--- src/sv/mcstb_pkg.sv ---
// Shared types and constants for the multi-channel soft timer bank.
// Used by mcstb_ctrl, mcstb_dp and multi_channel_soft_timer_bank.
package mcstb_pkg;

	localparam int CHANNELS = 16;
	localparam int CH_W     = (CHANNELS > 1) ? $clog2(CHANNELS) : 1;
	localparam int TICK_W   = 32;
	localparam int CHOUT_W  = 6;

	localparam logic [2:0] FN_ALLOC   = 3'd0;
	localparam logic [2:0] FN_START   = 3'd1;
	localparam logic [2:0] FN_STOP    = 3'd2;
	localparam logic [2:0] FN_FREE    = 3'd3;
	localparam logic [2:0] FN_SETIV   = 3'd4;
	localparam logic [2:0] FN_QUERY   = 3'd5;
	localparam logic [2:0] FN_PROCESS = 3'd6;

	typedef logic [CH_W-1:0]   chan_t;
	typedef logic [TICK_W-1:0] tick_t;

	typedef enum logic [1:0] {
		ST_IDLE,
		ST_EXEC,
		ST_SWEEP,
		ST_RESP
	} state_t;

	typedef struct packed {
		logic capture;
		logic exec;
		logic sweep_init;
		logic sweep_step;
		logic out_load;
		logic out_last;
	} dp_cmd_t;

	typedef struct packed {
		logic in_is_proc;
		logic hit;
		logic sweep_end;
	} dp_status_t;

endpackage

--- src/sv/mcstb_ctrl.sv ---
// Controller state machine for the timer bank: handshakes, sweep sequencing
// and output register valid. Depends on mcstb_pkg.
module mcstb_ctrl (
	input  logic                 clk,
	input  logic                 arst_n,
	input  logic                 in_valid,
	output logic                 in_ready,
	output logic                 out_valid,
	input  logic                 out_ready,
	input  mcstb_pkg::dp_status_t status,
	output mcstb_pkg::dp_cmd_t    cmd
);
	import mcstb_pkg::*;

	state_t state_q, state_d;
	logic   pend_q, pend_d;
	logic   out_valid_q;
	logic   slot_free;
	logic   stall;

	assign slot_free = !out_valid_q || out_ready;
	assign stall     = status.hit && pend_q && !slot_free;
	assign out_valid = out_valid_q;

	always_ff @(posedge clk or negedge arst_n) begin
		if (!arst_n) begin
			state_q     <= ST_IDLE;
			pend_q      <= 1'b0;
			out_valid_q <= 1'b0;
		end else begin
			state_q <= state_d;
			pend_q  <= pend_d;
			if (cmd.out_load)
				out_valid_q <= 1'b1;
			else if (out_ready)
				out_valid_q <= 1'b0;
		end
	end

	always_comb begin
		state_d  = state_q;
		pend_d   = pend_q;
		in_ready = 1'b0;
		cmd      = '0;
		unique case (state_q)
			ST_IDLE: begin
				in_ready = 1'b1;
				if (in_valid) begin
					cmd.capture = 1'b1;
					if (status.in_is_proc) begin
						cmd.sweep_init = 1'b1;
						pend_d         = 1'b0;
						state_d        = ST_SWEEP;
					end else begin
						state_d = ST_EXEC;
					end
				end
			end
			ST_EXEC: begin
				cmd.exec = 1'b1;
				state_d  = ST_RESP;
			end
			ST_SWEEP: begin
				if (!stall) begin
					cmd.sweep_step = 1'b1;
					if (status.hit) begin
						pend_d = 1'b1;
						if (pend_q)
							cmd.out_load = 1'b1;
					end
					if (status.sweep_end)
						state_d = ST_RESP;
				end
			end
			ST_RESP: begin
				if (slot_free) begin
					cmd.out_load = 1'b1;
					cmd.out_last = 1'b1;
					state_d      = ST_IDLE;
				end
			end
			default: state_d = ST_IDLE;
		endcase
	end

endmodule

--- src/sv/mcstb_dp.sv ---
// Datapath for the timer bank: channel state, elapsed/expiry unit, sweep
// counter, result staging and output register. Depends on mcstb_pkg.
module mcstb_dp (
	input  logic                 clk,
	input  logic                 arst_n,
	input  logic [2:0]           func,
	input  logic [7:0]           handle,
	input  logic [31:0]          interval,
	input  logic                 periodic,
	input  logic                 notify,
	input  logic [31:0]          now,
	input  mcstb_pkg::dp_cmd_t    cmd,
	output mcstb_pkg::dp_status_t status,
	output logic                 ok,
	output logic [5:0]           channel,
	output logic [31:0]          elapsed,
	output logic [31:0]          remaining,
	output logic                 expired,
	output logic                 fired,
	output logic                 last
);
	import mcstb_pkg::*;

	// item registers
	logic [2:0] func_q;
	logic [7:0] handle_q;
	tick_t      interval_q;
	logic       periodic_q;
	logic       notify_q;
	tick_t      now_q;

	// channel state
	logic [CHANNELS-1:0] in_use_q;
	logic [CHANNELS-1:0] active_q;
	logic [CHANNELS-1:0] repeat_q;
	logic [CHANNELS-1:0] notify_en_q;
	tick_t               period_q [CHANNELS];
	tick_t               start_q  [CHANNELS];
	tick_t               frozen_q [CHANNELS];

	chan_t cnt_q;

	// result staging
	logic                r_ok_q;
	logic [CHOUT_W-1:0]  r_ch_q;
	logic                r_fired_q;
	logic                r_query_q;
	tick_t               r_el_q;
	tick_t               r_per_q;

	chan_t hidx, idx, fidx;
	logic  found, hv, el_due, due_live;
	tick_t el_c;
	logic  wr_alloc, wr_start, wr_stop, wr_free, wr_setiv, wr_exp;
	logic  r_ex;

	assign hidx = handle_q[CH_W-1:0];
	assign idx  = cmd.exec ? hidx : cnt_q;
	assign hv   = (handle_q < 8'(CHANNELS)) && in_use_q[hidx];

	assign el_c     = active_q[idx] ? (now_q - start_q[idx]) : frozen_q[idx];
	assign el_due   = el_c >= period_q[idx];
	assign due_live = in_use_q[idx] && active_q[idx] && el_due;

	assign status.in_is_proc = (func == FN_PROCESS);
	assign status.hit        = due_live && notify_en_q[idx];
	assign status.sweep_end  = (cnt_q == CH_W'(CHANNELS - 1));

	always_comb begin
		found = 1'b0;
		fidx  = '0;
		for (int i = CHANNELS - 1; i >= 0; i--) begin
			if (!in_use_q[i]) begin
				found = 1'b1;
				fidx  = CH_W'(i);
			end
		end
	end

	always_comb begin
		wr_alloc = 1'b0;
		wr_start = 1'b0;
		wr_stop  = 1'b0;
		wr_free  = 1'b0;
		wr_setiv = 1'b0;
		unique case (func_q)
			FN_ALLOC: wr_alloc = cmd.exec && found;
			FN_START: wr_start = cmd.exec && hv;
			FN_STOP:  wr_stop  = cmd.exec && hv;
			FN_FREE:  wr_free  = cmd.exec && hv;
			FN_SETIV: wr_setiv = cmd.exec && hv;
			default: ;
		endcase
	end

	assign wr_exp = cmd.sweep_step && due_live;

	always_ff @(posedge clk) begin
		if (cmd.capture) begin
			func_q     <= func;
			handle_q   <= handle;
			interval_q <= interval;
			periodic_q <= periodic;
			notify_q   <= notify;
			now_q      <= now;
		end
	end

	always_ff @(posedge clk or negedge arst_n) begin
		if (!arst_n) begin
			in_use_q <= '0;
			active_q <= '0;
			cnt_q    <= '0;
		end else begin
			if (wr_alloc) begin
				in_use_q[fidx] <= 1'b1;
				active_q[fidx] <= 1'b0;
			end
			if (wr_start)
				active_q[idx] <= 1'b1;
			if (wr_stop)
				active_q[idx] <= 1'b0;
			if (wr_free) begin
				in_use_q[idx] <= 1'b0;
				active_q[idx] <= 1'b0;
			end
			if (wr_exp && !repeat_q[idx])
				active_q[idx] <= 1'b0;
			if (cmd.sweep_init)
				cnt_q <= '0;
			else if (cmd.sweep_step)
				cnt_q <= cnt_q + 1'b1;
		end
	end

	always_ff @(posedge clk) begin
		if (wr_alloc) begin
			repeat_q[fidx]    <= periodic_q;
			notify_en_q[fidx] <= notify_q;
			period_q[fidx]    <= interval_q;
			start_q[fidx]     <= '0;
			frozen_q[fidx]    <= '0;
		end
		if (wr_start) begin
			start_q[idx]  <= now_q;
			frozen_q[idx] <= '0;
		end
		if (wr_stop && active_q[idx])
			frozen_q[idx] <= el_c;
		if (wr_setiv)
			period_q[idx] <= interval_q;
		if (wr_exp) begin
			if (repeat_q[idx]) begin
				start_q[idx]  <= start_q[idx] + period_q[idx];
				frozen_q[idx] <= '0;
			end else begin
				frozen_q[idx] <= period_q[idx];
			end
		end
	end

	// staging: process starts with the no-expiry result, each notifying hit
	// replaces it
	always_ff @(posedge clk) begin
		if (cmd.sweep_init) begin
			r_ok_q    <= 1'b1;
			r_ch_q    <= '0;
			r_fired_q <= 1'b0;
			r_query_q <= 1'b0;
		end else if (cmd.sweep_step && status.hit) begin
			r_ch_q    <= CHOUT_W'(cnt_q);
			r_fired_q <= 1'b1;
		end else if (cmd.exec) begin
			r_el_q    <= el_c;
			r_per_q   <= period_q[idx];
			r_fired_q <= 1'b0;
			r_query_q <= 1'b0;
			unique case (func_q) inside
				FN_ALLOC: begin
					r_ok_q <= found;
					r_ch_q <= found ? CHOUT_W'(fidx) : '0;
				end
				FN_START, FN_STOP, FN_FREE, FN_SETIV, FN_QUERY: begin
					r_ok_q    <= hv;
					r_ch_q    <= hv ? CHOUT_W'(hidx) : '0;
					r_query_q <= hv && (func_q == FN_QUERY);
				end
				default: begin
					r_ok_q <= 1'b0;
					r_ch_q <= '0;
				end
			endcase
		end
	end

	assign r_ex = r_el_q >= r_per_q;

	always_ff @(posedge clk) begin
		if (cmd.out_load) begin
			ok        <= r_ok_q;
			channel   <= r_ch_q;
			elapsed   <= r_query_q ? r_el_q : '0;
			remaining <= (r_query_q && !r_ex) ? (r_per_q - r_el_q) : '0;
			expired   <= r_query_q && r_ex;
			fired     <= r_fired_q;
			last      <= cmd.out_last;
		end
	end

endmodule

--- src/sv/multi_channel_soft_timer_bank.sv ---
// Multi-channel soft timer bank, top level. Instantiates mcstb_ctrl and mcstb_dp.
// Alloc/start/stop/free/set/query results are staged in ST_EXEC and load in ST_RESP
// once the output slot is free; no new item is taken until then. Process walks one
// channel per cycle via the shared elapsed/compare unit unless the output stalls.
// Reset (arst_n low, async): all channels free and stopped, no result pending.
module multi_channel_soft_timer_bank (
	input  logic        clk,
	input  logic        arst_n,
	input  logic        in_valid,
	output logic        in_ready,
	input  logic [2:0]  func,
	input  logic [7:0]  handle,
	input  logic [31:0] interval,
	input  logic        periodic,
	input  logic        notify,
	input  logic [31:0] now,
	output logic        out_valid,
	input  logic        out_ready,
	output logic        ok,
	output logic [5:0]  channel,
	output logic [31:0] elapsed,
	output logic [31:0] remaining,
	output logic        expired,
	output logic        fired,
	output logic        last
);
	import mcstb_pkg::*;

	dp_cmd_t    cmd;
	dp_status_t status;

	mcstb_ctrl u_ctrl (
		.clk       (clk),
		.arst_n    (arst_n),
		.in_valid  (in_valid),
		.in_ready  (in_ready),
		.out_valid (out_valid),
		.out_ready (out_ready),
		.status    (status),
		.cmd       (cmd)
	);

	mcstb_dp u_dp (
		.clk       (clk),
		.arst_n    (arst_n),
		.func      (func),
		.handle    (handle),
		.interval  (interval),
		.periodic  (periodic),
		.notify    (notify),
		.now       (now),
		.cmd       (cmd),
		.status    (status),
		.ok        (ok),
		.channel   (channel),
		.elapsed   (elapsed),
		.remaining (remaining),
		.expired   (expired),
		.fired     (fired),
		.last      (last)
	);

`ifndef SYNTHESIS
	a_one_item: assert property (@(posedge clk) disable iff (!arst_n)
		in_valid && in_ready |=> !in_ready)
		else $error("input accepted while an item is in progress");

	a_fire_fields: assert property (@(posedge clk) disable iff (!arst_n)
		out_valid && fired |-> ok && !expired && elapsed == '0 && remaining == '0)
		else $error("fire transaction carries query fields");

	a_expired_rem: assert property (@(posedge clk) disable iff (!arst_n)
		out_valid && expired |-> remaining == '0 && ok)
		else $error("expired query with nonzero remaining");

	a_fail_zero: assert property (@(posedge clk) disable iff (!arst_n)
		out_valid && !ok |-> channel == '0 && last && !fired)
		else $error("failed transaction not cleared");
`endif

endmodule
--- config.mk ---
export PLATFORM = sky130hd
export DESIGN_NAME = multi_channel_soft_timer_bank
export DESIGN_NICKNAME = d
export VERILOG_FILES = /design/src/sv/mcstb_pkg.sv /design/src/sv/mcstb_ctrl.sv /design/src/sv/mcstb_dp.sv /design/src/sv/multi_channel_soft_timer_bank.sv
export SDC_FILE = /design/constraint.sdc
export NUM_CORES = 2
export LEC_CHECK = 0
export ABC_AREA = 1
export ABC_CLOCK_PERIOD_IN_PS = 15300
export BUFFER_PORTS_ARGS = -buffer_cell sky130_fd_sc_hd__buf_2
export CAP_MARGIN = 5
export CORE_ASPECT_RATIO = 1.5
export CORE_MARGIN = 5
export CORE_UTILIZATION = 35
export CTS_BUF_LIST = sky130_fd_sc_hd__clkbuf_16
export CTS_CLUSTER_SIZE = 14
export DETAILED_ROUTE_END_ITERATION = 10
export MAX_ROUTING_LAYER = met4
export SLEW_MARGIN = 20
export SYNTH_ARGS = -nofsm -noshare
export SYNTH_HDL_FRONTEND = slang
export SYNTH_SLANG_ARGS = --single-unit
export TNS_END_PERCENT = 10
--- constraint.sdc ---
create_clock -name clk -period 15.3 [get_ports clk]
set_input_delay 0.765 -clock clk [delete_from_list [all_inputs] [get_ports clk]]
set_output_delay 0.765 -clock clk [all_outputs]
set_load 0.05 [all_outputs]
==> run metrics <==
fin crit share=73.20%; CTS tree=built; status=completed; largest net degree at the start of global routing=136; required time worst endpoint=15.71 ns; # IOs=~160; Worst-path clk slew=about 0.06 ns; final setup skew=0.08626 ns; most frequent CP cell=nand2_1; initial core utilization=35.18%; # H-tree levels=4; RSZ-0062 raised after global routing=no; hold path start=now[0]; Mapped Area=between 70000 and 80000 µm²; hold depth=1; Layout area overhead=13.49%; Hold EP=u_dp.now_q[0]$_DFFE_PP_; DR pass1 iterations=6; Final setup viols=0; number of gates resized after CTS=0; worst min-delay path class=in -> reg; Syn. warnings=0; Final GP Congestion=0.9400; CTS Hold Buffers Added=0; R2R setup slack=4.10 ns; slowest stage delay, CP=0.95 ns; Worst setup EP type=flop; Seq cells post-synth=between 1500 and 2000; DIE WIDTH=387.0 µm; Die Y=575.5 µm; vias=between 40000 and 50000; CP delay by family, top=simple AND/OR/NAND/NOR gates; Via density=5.506; fin crit period=11.20 ns; GRT Total Usage=19.92%; ratio of cells with drive above 1 in the final layout=a little under an eighth; Rel. slew slack=a little under a quarter; worst path buffer plus inverter count=7; max-slew violations=0; FMAX=around 90 MHz; input/output buffers=approximately 150; Clock Latency Late Sink=0.83 ns; DRT antenna net count=0; utilization after layout=between 30% and 40%; Syn Inst Count=around 5400; max cap viols=0; total of fill cells in the finished design=19530; FF-to-FF End=u_dp.start_q[6][21]$_DFFE_PP_; WL/cell=26.12 µm; global-route wire length before repair=321900 µm; count of different cell masters after synthesis=around 60; initial antenna violation count=10; Clock Path Buffers=4; worst-path fanout max=64; total clock sinks=1828; top_reg_cell synth=edfxtp_1; syn_area_per_cell=13.71 µm²; Fin Setup TNS=0 ns; row cnt=207; Num CTS Buffers=177; startpoint types=flop; fraction of registers with async set or reset after synthesis=roughly 2.2%; Die ar.=222700 µm²; worst slew pin tran=1.148 ns; critical path arrival=11.61 ns; register area share after synthesis=73.20%; Post-synth EDFFs=1781; worst r2r src=u_ctrl.state_q[1]$_DFFE_PN0P_; 1st-iter DRT viols=4463; r2r worst-path depth=between 40 and 50; Residual DRC=0; fin nets=a little under 6000; Crit-path slowest cell=nor2_4; Overflow after GRT=0; Setup Buffers After CTS=0; critical path type=reg -> reg; Final Hold Vio Count=0; wirelength, routed=224800 µm; core area=212100 µm²; number of global-route vias before repair=46730; Root Buffer=clkbuf_16; DP HPWL=139200 µm
cells in the final DEF, fill, tap and decap left out, types with 39 or more instances in the layout:
| cell type | count |
|---|---|
| edfxtp_1 | 1781 |
| nand2_1 | 801 |
| a22oi_1 | 582 |
| inv_1 | 383 |
| a21oi_1 | 290 |
| o21ai_0 | 230 |
| o22ai_1 | 226 |
| clkbuf_16 | 180 |
| nor2_1 | 170 |
| buf_2 | 154 |
| ha_1 | 131 |
| buf_4 | 131 |
| nand3_1 | 88 |
| nand4_1 | 81 |
| nor2_4 | 56 |
| dfrtp_1 | 40 |
| xor2_1 | 39 |
routing by layer:
metal / vias to the layer above / global-route usage (%) / share of wire [%]
li1: 21010 / - / -
met1: 23900 / 23.54 / 38
met2: 1972 / 33.69 / 50
met3: 515 / 2.605 / 6.7
met4: 0 / 9.956 / 6.1
met5: - / - / 0
logic make-up (layout without fill, tap and decap cells):
kind of cell    Yosys count  count (layout)  synth area share [%]
simple gates           1302            1302                 7.445
compound gates         1474            1474                 12.64
other cells               1              13              0.005025
buf+inv                 625             957                 3.506
flops                  1828            1828                 73.20
xor+xnor                 73              73                0.8568
mux                       4               4               0.05533
fa+ha+maj               135             135                 2.294
sequential cells by signal, summed over array words and instances (netlist names), 2 cells and up:
signal / flops
u_ctrl.state_q: 2
u_dp.active_q: 16
u_dp.channel: 4
u_dp.cnt_q: 4
u_dp.elapsed: 32
u_dp.frozen_q: 512
u_dp.func_q: 3
u_dp.handle_q: 8
u_dp.in_use_q: 16
u_dp.interval_q: 32
u_dp.notify_en_q: 16
u_dp.now_q: 32
u_dp.period_q: 512
u_dp.r_ch_q: 4
u_dp.r_el_q: 32
u_dp.r_per_q: 32
u_dp.remaining: 32
u_dp.repeat_q: 16
u_dp.start_q: 512
area by class of cell:
class | count | area [µm²] | share of cell area, %
Inverter | 369 | 1400 | 1.653
Antenna cell | 11 | 27.53 | 0.03250
Timing Repair Buffer | 293 | 1937 | 2.287
Tap cell | 2821 | 3530 | 4.168
Multi-Input combinational cell | 2990 | 17860 | 21.09
Clock inverter | 115 | 800.8 | 0.9456
Clock buffer | 180 | 4504 | 5.319
Sequential cell | 1828 | 54620 | 64.50
how the worst max path moves through the flow:
stage | from | to | slack [ns] | cells past startpoint
2_1_floorplan | u_ctrl.state_q[1]$_DFFE_PN0P_ | u_dp.channel[0]$_DFFE_PP_ | 6.43 | 35
3_3_place_gp | u_ctrl.state_q[1]$_DFFE_PN0P_ | u_dp.start_q[12][0]$_DFFE_PP_ | 4.28 | 41
3_5_place_dp | u_ctrl.state_q[1]$_DFFE_PN0P_ | u_dp.start_q[6][2]$_DFFE_PP_ | 4.27 | 41
4_1_cts | u_ctrl.state_q[1]$_DFFE_PN0P_ | u_dp.start_q[6][22]$_DFFE_PP_ | 4.24 | 41
5_1_grt | u_ctrl.state_q[1]$_DFFE_PN0P_ | u_dp.start_q[6][22]$_DFFE_PP_ | 3.32 | 40
6_report | u_ctrl.state_q[1]$_DFFE_PN0P_ | u_dp.start_q[6][21]$_DFFE_PP_ | 4.10 | 41
stage by stage:
step	instance area, µm²	setup slack, ns	hold slack (ns)	cells
after floorplan	74630	6.429	0.4030	5443
after global placement	79170	4.281	0.4297	8296
after detailed placement	79270	4.267	0.4348	8300
after CTS	84580	4.240	0.04252	8595
after global routing	84680	3.324	0.06397	8603
final	84690	4.101	0.1014	8607
synthesized netlist by cell type, types with 12 or more instances:
| library cell | n | area share (%) |
|---|---|---|
| nand4_1 | 81 | 0.68 |
| buf_2 | 135 | 0.91 |
| o21ai_0 | 240 | 1.6 |
| a31oi_1 | 12 | 0.10 |
| xor2_1 | 39 | 0.46 |
| nor4_1 | 25 | 0.21 |
| nand2_1 | 801 | 4.0 |
| buf_1 | 28 | 0.14 |
| inv_1 | 349 | 1.8 |
| xnor2_1 | 34 | 0.40 |
| o22ai_1 | 228 | 1.9 |
| o211ai_1 | 13 | 0.13 |
| or2_2 | 14 | 0.12 |
| inv_2 | 17 | 0.086 |
| a21o_1 | 12 | 0.12 |
| nor2_1 | 219 | 1.1 |
| a22oi_1 | 582 | 5.9 |
| edfxtp_1 | 1781 | 72 |
| dfrtp_1 | 40 | 1.3 |
| nand3_1 | 88 | 0.59 |
| ha_1 | 132 | 2.2 |
| nand2_2 | 14 | 0.12 |
| nor3_1 | 27 | 0.18 |
| o21ai_1 | 27 | 0.18 |
| a21oi_1 | 290 | 1.9 |
| clkbuf_1 | 77 | 0.39 |
Power is left out: the tool's default activity adds up to more than one toggle a clock period on the data nets, which glitch-free logic cannot reach.
